**config.mk**
```make
export PLATFORM = sky130hd
export DESIGN_NAME = csv_line_cell_splitter
export DESIGN_NICKNAME = d
export VERILOG_FILES = /design/src/design/csvs_pkg.sv /design/src/design/csvs_ram.sv /design/src/design/csvs_buf.sv /design/src/design/csvs_emit.sv /design/src/design/csv_line_cell_splitter.sv
export SDC_FILE = /design/constraint.sdc
export NUM_CORES = 1
export LEC_CHECK = 0
export BUFFER_PORTS_ARGS = -buffer_cell sky130_fd_sc_hd__buf_2
export CORE_UTILIZATION = 64
export CTS_CLUSTER_DIAMETER = 30
export DETAILED_ROUTE_END_ITERATION = 10
export PLACE_DENSITY_LB_ADDON = 0.08
export SLEW_MARGIN = 10
export SYNTH_ARGS = -nofsm -noshare
export SYNTH_HDL_FRONTEND = slang
export SYNTH_SLANG_ARGS = --single-unit
```
**constraint.sdc**
```tcl
create_clock -name clk -period 8.08 [get_ports clk]
set_input_delay 0.808 -clock clk [delete_from_list [all_inputs] [get_ports clk]]
set_output_delay 0.808 -clock clk [all_outputs]
set_load 0.05 [all_outputs]
```
**src/design/csvs_pkg.sv**
```systemverilog
// Shared types and constants for the CSV line cell splitter.
// Used by every module of the block but csvs_ram; no dependencies of its own.
`default_nettype none

package csvs_pkg;

  // Cell buffer depth and derived widths
  localparam int CELL_MAX = 64;
  localparam int AW       = $clog2(CELL_MAX);
  localparam int CW       = $clog2(CELL_MAX + 1);

  localparam logic [CW-1:0] CELL_MAX_C = CW'(CELL_MAX);

  // Characters with a meaning of their own
  localparam logic [7:0] CH_QUOTE   = 8'h22;
  localparam logic [7:0] CH_COMMA   = 8'h2C;
  localparam logic [7:0] CH_NEWLINE = 8'h0A;

  typedef logic [CW-1:0] cnt_t;
  typedef logic [AW-1:0] addr_t;

  // Closed cell handed from the buffer side to the emitter
  typedef struct packed {
    logic start;
    cnt_t lo;
    cnt_t hi;
    logic line;
    logic ovf;
    logic qerr;
  } cell_desc_t;

  typedef enum logic [1:0] {
    EM_IDLE,
    EM_START,
    EM_DEC
  } emit_state_t;

endpackage

`default_nettype wire

```
**src/design/csvs_ram.sv**
```systemverilog
// Generic synchronous RAM: one write port, two read ports, registered read data.
// No dependencies.
`default_nettype none

module csvs_ram #(
  parameter int WIDTH = 8,
  parameter int DEPTH = 64
) (
  input  wire logic                     clk,
  input  wire logic                     we,
  input  wire logic [$clog2(DEPTH)-1:0] waddr,
  input  wire logic [WIDTH-1:0]         wdata,
  input  wire logic [$clog2(DEPTH)-1:0] raddr_a,
  input  wire logic [$clog2(DEPTH)-1:0] raddr_b,
  output logic      [WIDTH-1:0]         rdata_a,
  output logic      [WIDTH-1:0]         rdata_b
);

  logic [WIDTH-1:0] mem [DEPTH];

  // Write, then register both reads
  always_ff @(posedge clk) begin
    if (we) begin
      mem[waddr] <= wdata;
    end
    rdata_a <= mem[raddr_a];
    rdata_b <= mem[raddr_b];
  end

endmodule

`default_nettype wire

```
**src/design/csvs_buf.sv**
```systemverilog
// Input side: buffers cell bytes into the RAM, tracks quote parity and overflow,
// and hands a closed cell to the emitter. Depends on csvs_pkg.
`default_nettype none

module csvs_buf
  import csvs_pkg::*;
(
  input  wire logic       clk,
  input  wire logic       rst_n,
  input  wire logic       accept,
  input  wire logic [7:0] text_byte,
  output logic            we,
  output addr_t           waddr,
  output logic [7:0]      wdata,
  output cell_desc_t      desc
);

  cnt_t       fill_r, fill_nxt;
  logic       parity_r, parity_nxt;
  logic       ovf_r, ovf_nxt;
  logic [7:0] first_r;
  logic [7:0] last_r;

  logic is_nl, is_comma, is_quote, close, store, full, strip;

  assign is_nl    = (text_byte == CH_NEWLINE);
  assign is_comma = (text_byte == CH_COMMA);
  assign is_quote = (text_byte == CH_QUOTE);
  assign close    = accept && (is_nl || (is_comma && !parity_r));
  assign store    = accept && !close;
  assign full     = (fill_r == CELL_MAX_C);

  // Write the byte at the fill position while room is left
  assign we    = store && !full;
  assign waddr = fill_r[AW-1:0];
  assign wdata = text_byte;

  // Describe the closed cell: strip an enclosing quote pair
  assign strip = (fill_r != '0) && (first_r == CH_QUOTE) && (last_r == CH_QUOTE);

  always_comb begin
    desc.start = close;
    desc.line  = is_nl;
    desc.qerr  = is_nl && parity_r;
    desc.ovf   = ovf_r;
    if (strip) begin
      if (fill_r == CW'(1)) begin
        desc.lo = '0;
        desc.hi = '0;
      end else begin
        desc.lo = CW'(1);
        desc.hi = fill_r - CW'(1);
      end
    end else begin
      desc.lo = '0;
      desc.hi = fill_r;
    end
  end

  // Advance fill count, parity and overflow flag
  always_comb begin
    fill_nxt   = fill_r;
    parity_nxt = parity_r;
    ovf_nxt    = ovf_r;
    if (close) begin
      fill_nxt   = '0;
      parity_nxt = 1'b0;
      ovf_nxt    = 1'b0;
    end else if (store) begin
      if (is_quote) begin
        parity_nxt = !parity_r;
      end
      if (full) begin
        ovf_nxt = 1'b1;
      end else begin
        fill_nxt = fill_r + CW'(1);
      end
    end
  end

  always_ff @(posedge clk) begin
    if (!rst_n) begin
      fill_r   <= '0;
      parity_r <= 1'b0;
      ovf_r    <= 1'b0;
    end else begin
      fill_r   <= fill_nxt;
      parity_r <= parity_nxt;
      ovf_r    <= ovf_nxt;
    end
  end

  // Keep first and last stored bytes for the quote strip test
  always_ff @(posedge clk) begin
    if (we) begin
      last_r <= text_byte;
      if (fill_r == '0) begin
        first_r <= text_byte;
      end
    end
  end

endmodule

`default_nettype wire

```
**src/design/csvs_emit.sv**
```systemverilog
// Emitter: walks the stored cell in the RAM, collapses doubled quotes and
// drives the output register. Depends on csvs_pkg.
`default_nettype none

module csvs_emit
  import csvs_pkg::*;
(
  input  wire logic       clk,
  input  wire logic       rst_n,
  input  wire cell_desc_t desc,
  input  wire logic [7:0] rdata_a,
  input  wire logic [7:0] rdata_b,
  output addr_t           raddr_a,
  output addr_t           raddr_b,
  output logic            busy,
  output logic            out_valid,
  input  wire logic       out_stall,
  output logic [7:0]      out_cell_byte,
  output logic            out_byte_valid,
  output logic            out_cell_end,
  output logic            out_line_end,
  output logic            out_overflow,
  output logic            out_quote_error
);

  emit_state_t state_r, state_nxt;
  cnt_t        p_r, p_nxt;
  cnt_t        hi_r, hi_nxt;
  logic        line_r, ovf_r, qerr_r;
  logic        line_nxt, ovf_nxt, qerr_nxt;

  logic       ov_r;
  logic [7:0] ob_r;
  logic       obv_r, oend_r, oline_r, oovf_r, oqerr_r;

  logic          slot_free, pair, last, load;
  logic          ld_valid, ld_end;
  logic [7:0]    ld_byte;
  logic [CW:0]   p_plus1, p_step;

  assign slot_free = !ov_r || !out_stall;

  // Decode the current position: a quote followed by a quote consumes two
  assign p_plus1 = {1'b0, p_r} + (CW+1)'(1);
  assign pair    = (rdata_a == CH_QUOTE) && (p_plus1 < {1'b0, hi_r}) && (rdata_b == CH_QUOTE);
  assign p_step  = pair ? (p_plus1 + (CW+1)'(1)) : p_plus1;
  assign last    = (p_step >= {1'b0, hi_r});

  // Next state, position and output load
  always_comb begin
    state_nxt = state_r;
    p_nxt     = p_r;
    hi_nxt    = hi_r;
    line_nxt  = line_r;
    ovf_nxt   = ovf_r;
    qerr_nxt  = qerr_r;
    load      = 1'b0;
    ld_byte   = 8'h00;
    ld_valid  = 1'b0;
    ld_end    = 1'b1;
    case (state_r)
      EM_IDLE: begin
        if (desc.start) begin
          state_nxt = EM_START;
          p_nxt     = desc.lo;
          hi_nxt    = desc.hi;
          line_nxt  = desc.line;
          ovf_nxt   = desc.ovf;
          qerr_nxt  = desc.qerr;
        end
      end
      EM_START: begin
        if (p_r >= hi_r) begin
          // Empty cell: one marker item
          if (slot_free) begin
            load      = 1'b1;
            state_nxt = EM_IDLE;
          end
        end else begin
          state_nxt = EM_DEC;
        end
      end
      EM_DEC: begin
        if (slot_free) begin
          load     = 1'b1;
          ld_byte  = rdata_a;
          ld_valid = 1'b1;
          ld_end   = last;
          p_nxt    = p_step[CW-1:0];
          if (last) begin
            state_nxt = EM_IDLE;
          end
        end
      end
      default: begin
        state_nxt = EM_IDLE;
      end
    endcase
  end

  // Read ahead at the next position when advancing, else hold the address
  assign raddr_a = (state_r == EM_DEC && slot_free) ? p_step[AW-1:0] : p_r[AW-1:0];
  assign raddr_b = raddr_a + AW'(1);
  assign busy    = (state_r != EM_IDLE);

  always_ff @(posedge clk) begin
    if (!rst_n) begin
      state_r <= EM_IDLE;
      ov_r    <= 1'b0;
    end else begin
      state_r <= state_nxt;
      if (load) begin
        ov_r <= 1'b1;
      end else if (!out_stall) begin
        ov_r <= 1'b0;
      end
    end
  end

  always_ff @(posedge clk) begin
    p_r    <= p_nxt;
    hi_r   <= hi_nxt;
    line_r <= line_nxt;
    ovf_r  <= ovf_nxt;
    qerr_r <= qerr_nxt;
    if (load) begin
      ob_r    <= ld_byte;
      obv_r   <= ld_valid;
      oend_r  <= ld_end;
      oline_r <= line_r;
      oovf_r  <= ovf_r;
      oqerr_r <= qerr_r;
    end
  end

  assign out_valid       = ov_r;
  assign out_cell_byte   = ob_r;
  assign out_byte_valid  = obv_r;
  assign out_cell_end    = oend_r;
  assign out_line_end    = oline_r;
  assign out_overflow    = oovf_r;
  assign out_quote_error = oqerr_r;

endmodule

`default_nettype wire

```
**src/design/csv_line_cell_splitter.sv**
```systemverilog
// CSV line cell splitter, top level. A closing byte (separating comma or newline)
// moves the emitter into a setup state that also loads an empty cell's marker,
// then, for a non-empty cell, into a decode state that gives one result item per
// cycle while the output is not stalled. Input stalls until the walk of the cell
// RAM ends. Synchronous reset clears fill count, parity, overflow flag, emitter
// state and out_valid.
`default_nettype none

module csv_line_cell_splitter
  import csvs_pkg::*;
(
  input  wire logic       clk,
  input  wire logic       rst_n,
  input  wire logic       in_valid,
  output logic            in_stall,
  input  wire logic [7:0] in_text_byte,
  output logic            out_valid,
  input  wire logic       out_stall,
  output logic [7:0]      out_cell_byte,
  output logic            out_byte_valid,
  output logic            out_cell_end,
  output logic            out_line_end,
  output logic            out_overflow,
  output logic            out_quote_error
);

  logic       accept, we, busy;
  addr_t      waddr, raddr_a, raddr_b;
  logic [7:0] wdata, rdata_a, rdata_b;
  cell_desc_t desc;

  // Hold input while a cell is being emitted
  assign in_stall = busy;
  assign accept   = in_valid && !in_stall;

  csvs_buf u_buf (
    .clk       (clk),
    .rst_n     (rst_n),
    .accept    (accept),
    .text_byte (in_text_byte),
    .we        (we),
    .waddr     (waddr),
    .wdata     (wdata),
    .desc      (desc)
  );

  csvs_ram #(
    .WIDTH (8),
    .DEPTH (CELL_MAX)
  ) u_ram (
    .clk     (clk),
    .we      (we),
    .waddr   (waddr),
    .wdata   (wdata),
    .raddr_a (raddr_a),
    .raddr_b (raddr_b),
    .rdata_a (rdata_a),
    .rdata_b (rdata_b)
  );

  csvs_emit u_emit (
    .clk             (clk),
    .rst_n           (rst_n),
    .desc            (desc),
    .rdata_a         (rdata_a),
    .rdata_b         (rdata_b),
    .raddr_a         (raddr_a),
    .raddr_b         (raddr_b),
    .busy            (busy),
    .out_valid       (out_valid),
    .out_stall       (out_stall),
    .out_cell_byte   (out_cell_byte),
    .out_byte_valid  (out_byte_valid),
    .out_cell_end    (out_cell_end),
    .out_line_end    (out_line_end),
    .out_overflow    (out_overflow),
    .out_quote_error (out_quote_error)
  );

  // An empty cell marker is always the last item of its cell
  a_marker_ends: assert property (@(posedge clk) disable iff (!rst_n)
    (out_valid && !out_byte_valid) |-> out_cell_end)
    else $error("empty cell marker without cell_end");

  // A newline closes the cell and blocks input in the next cycle
  a_nl_stalls: assert property (@(posedge clk) disable iff (!rst_n)
    (accept && in_text_byte == CH_NEWLINE) |=> in_stall)
    else $error("newline did not start cell emission");

  // Quote errors only come with a newline-closed cell
  a_qerr_line: assert property (@(posedge clk) disable iff (!rst_n)
    (out_valid && out_quote_error) |-> out_line_end)
    else $error("quote_error without line_end");

  // Never write the RAM while a cell is being walked
  a_no_write_busy: assert property (@(posedge clk) disable iff (!rst_n)
    busy |-> !we)
    else $error("cell RAM written during emission");

endmodule

`default_nettype wire

```
==> metrics.txt <==
status complete, no violations; max cap viols 0; DR vias/cell between 7 and 8; non-filler cells, final around 3,000; Synth Instances 2,251; fmax roughly 160 MHz; Initial Util 0.652; Post-Route Skew a little under 40 ps; dominant cell type by area after synthesis edfxtp_1; top layer in use met5; Root Driver clkbuf_16; Critical Path, Cell by Cell ha_1 -> nand2_1 -> nor2_1 -> xnor2_1 -> inv_1 -> ha_1 -> nor4b_2 -> nand2_1 -> or4_4 -> o21ai_2 -> buf_4 -> xnor2_4 -> buf_4 -> buf_4 -> mux4_2 -> nand2_1 -> nand3_1 -> a31oi_1 -> a32oi_1; Post-synth EDFFs roughly 560; Hold Fails Final Rpt 0; count of pins over their slew limit 0; main flop type after synthesis edfxtp_1; CTS sink cnt 586; DRC viols 0; M1 wire length about 31,000 µm; CP arrival 6860 ps; Syn Nets 2,293; Async S/R FF share, synth 0; Critical Path End Type flop; I/O Buffers 26; Yosys warning count 0; Crit-path slowest cell buf_4; post-route ant nets 0; cell area power density just under 300 nW/µm²; period utilization 0.788; slew margin rel. 0.160; Max Buffers Root-to-Sink 3; clk_lat worst skew between 600 and 700 ps; layout cells sized above 1 0.198; # Post-CTS Setup Buffers 0; number of global-route vias before repair slightly above 20,000; Post-layout nets approximately 2,300; GRT Total Usage 0.389; CP Max Fanout 56; drt first-iter violations between 3,000 and 4,000; Remaining Overflow, GRT 0; first-pass GRT wire length approximately 130,000 µm; final-layout fill cell count between 2,000 and 3,000; average size of a mapped cell ~13 µm²; Rows slightly below 80; CTS tree built; CTS buffer count roughly 110; Yosys top cell area share 0.580; die height 214 µm; final core occ 0.754; CTS Hold Bufs 0; Area Overhead vs Synth 15.6%; met3 WL about 12,000 µm; Required @ worst endpoint around 8600 ps; drt pass-1 iters 6; min Tclk post-route 6370 ps; hpwl dp roughly 54,000 µm; setup_tns 0 ps; placed cell count 2,759; area of the core region 44,300 µm²; vias 21,000; RSZ-0062 raised after global routing false; Final Setup Violations 0; Final Wtd Congestion 0.963; Chip Width 214 µm; Area contributors post-synth edfxtp_1 58%, mux4_2 11%, nand2_1 6.6%, nand3_1 3.7%, dfxtp_1 1.9%; Worst-Margin Slew 1260 ps; crit path launch type flop; #FFs+latches synth a little under 600; Distinct cells, synth 80; IO Pins 27; antenna violations before repair 3; kind of critical path flop to flop; WL final 87,800 µm; # resized after CTS 0; metal2 WL 39,200 µm; routed len/inst ~30 µm; Peak VDD IR 217 µV; post-synthesis sequential area ratio 0.600; H-tree Lvls 3; CP peak stage delay 740 ps; synthesized area between 20,000 and 30,000 µm²; largest net degree at the start of global routing 137; Die Area roughly 46,000 µm²; Hold Crit Class flop to flop; Clk pin slew, worst setup/hold paths 50 ps; static leakage 0.0117 µW
## path summary, 6_finish.rpt
path | start | endpoint | slack, ps | cells past startpoint
setup reg to reg | u_emit.p_r[0] | u_ram.rdata_b[2] | 1710 | 19
setup / recovery | u_emit.p_r[0] | u_ram.rdata_b[2] | 1710 | 19
hold reg to reg | u_emit.qerr_r | u_emit.out_quote_error | 420 | 0
hold / removal | u_emit.qerr_r | u_emit.out_quote_error | 420 | 0
## state kept, by name, indices dropped and copies added, names as in the netlist
signal,cells
u_ram.rdata_a,8
u_emit.state_r,2
u_emit.line_r,1
u_emit.out_byte_valid,1
u_emit.ovf_r,1
u_emit.out_overflow,1
u_emit.out_cell_byte,8
u_emit.out_valid,1
u_emit.qerr_r,1
u_buf.ovf_r,1
u_buf.parity_r,1
u_emit.p_r,7
u_ram.rdata_b,8
u_buf.first_r,8
u_emit.hi_r,7
u_emit.out_cell_end,1
u_emit.out_line_end,1
u_buf.last_r,8
u_buf.fill_r,7
u_emit.out_quote_error,1
u_ram.mem,512
## through the flow
| stage | instance area, µm² | hold slack [ps] | setup slack (ps) | power, µW |
|---|---|---|---|---|
| finish | 33400 | 416 | 1710 | 9800 |
| global placement | 29400 | 405 | 1840 | 4920 |
| detailed placement | 29400 | 407 | 1830 | 4930 |
| CTS | 33400 | 418 | 1800 | 9750 |
| floorplan | 28900 | 400 | 2400 | 4450 |
| global route | 33400 | 421 | 1310 | 10000 |
## worst max-delay path, delay by kind of cell (launching register included)
family	cells	cell delay, ps
AOI/OAI and AO/OA	3	1000
xor gates and xnor gates	2	300
adders and majority gates	2	570
buffers and inverters	4	1700
DFF	1	570
muxes	1	600
and+or+nand+nor	7	1400
## report_power, final
| group | total (µW) | internal [µW] | switching (µW) |
|---|---|---|---|
| combinational | 1470 | 506 | 963 |
| sequential | 3470 | 3400 | 68.1 |
| clock | 4860 | 3210 | 1660 |
## cell usage after synthesis (all sizes together), types with 11 or more instances
cell type / number
inv: 25
buf: 97
nand4: 13
and3: 35
clkbuf: 56
nor3: 23
nor4: 11
dfxtp: 28
and2: 13
a32oi: 11
a311oi: 14
ha: 30
o211ai: 23
mux2i: 42
nand3: 217
mux4: 144
o21ai: 30
nor2: 103
xnor2: 15
nand2: 512
a21oi: 39
a31oi: 39
mux2: 26
a22oi: 17
edfxtp: 558
## per-layer routing
layer  track usage  up-vias
met5             0        -
met4         0.222        4
li1              -     8691
met1         0.517    10300
met2         0.579     1690
met3         0.114      318
## layout by cell type (no fill, tap or decap), types with 8 or more instances in the layout
cell type and instances:
a21o_1 10, a21oi_1 38, a22oi_1 17, a311oi_1 14
a31oi_1 38, a32o_1 8, a32oi_1 11, and2_1 12
and3_1 35, buf_2 26, buf_4 40, bufinv_16 17
clkbuf_16 116, clkinv_2 15, clkinv_4 14, clkinvlp_4 16
dfxtp_1 28, edfxtp_1 558, ha_1 29, inv_1 22
inv_6 19, mux2_2 20, mux2i_1 41, mux4_2 144
nand2_1 511, nand3_1 216, nand3b_1 9, nand4_1 13
nor2_1 103, nor3_1 17, nor4_1 10, o211ai_1 23
o21ai_0 21, o21ai_1 8, xnor2_1 9
## final cells by class
type	instances	area [µm²]	share of cell area
Sequential cell	586	17300	0.518
Multi-Input combinational cell	1486	10700	0.322
Clock buffer	125	2970	0.0888
Clock inverter	87	1030	0.0308
Tap cell	592	741	0.0222
Timing Repair Buffer	69	490	0.0147
Inverter	26	108	0.00322
Antenna cell	1	2.50	0.0000749
## kinds of logic (layout without fill, tap and decap cells)
| logic type | Yosys count | count (layout) | synth area share |
|---|---|---|---|
| adder cells (fa/ha/maj) | 30 | 30 | 0.0130 |
| buffers and inverters | 179 | 307 | 0.0316 |
| flip-flops | 586 | 586 | 0.600 |
| AND/OR/NAND/NOR | 983 | 983 | 0.153 |
| multiplexers | 212 | 212 | 0.137 |
| other | 0 | 1 | 0 |
| AO/OA/AOI/OAI | 240 | 240 | 0.0583 |
| XOR/XNOR | 21 | 21 | 0.00728 |
No activity file was read; power rests on OpenSTA's default activity.
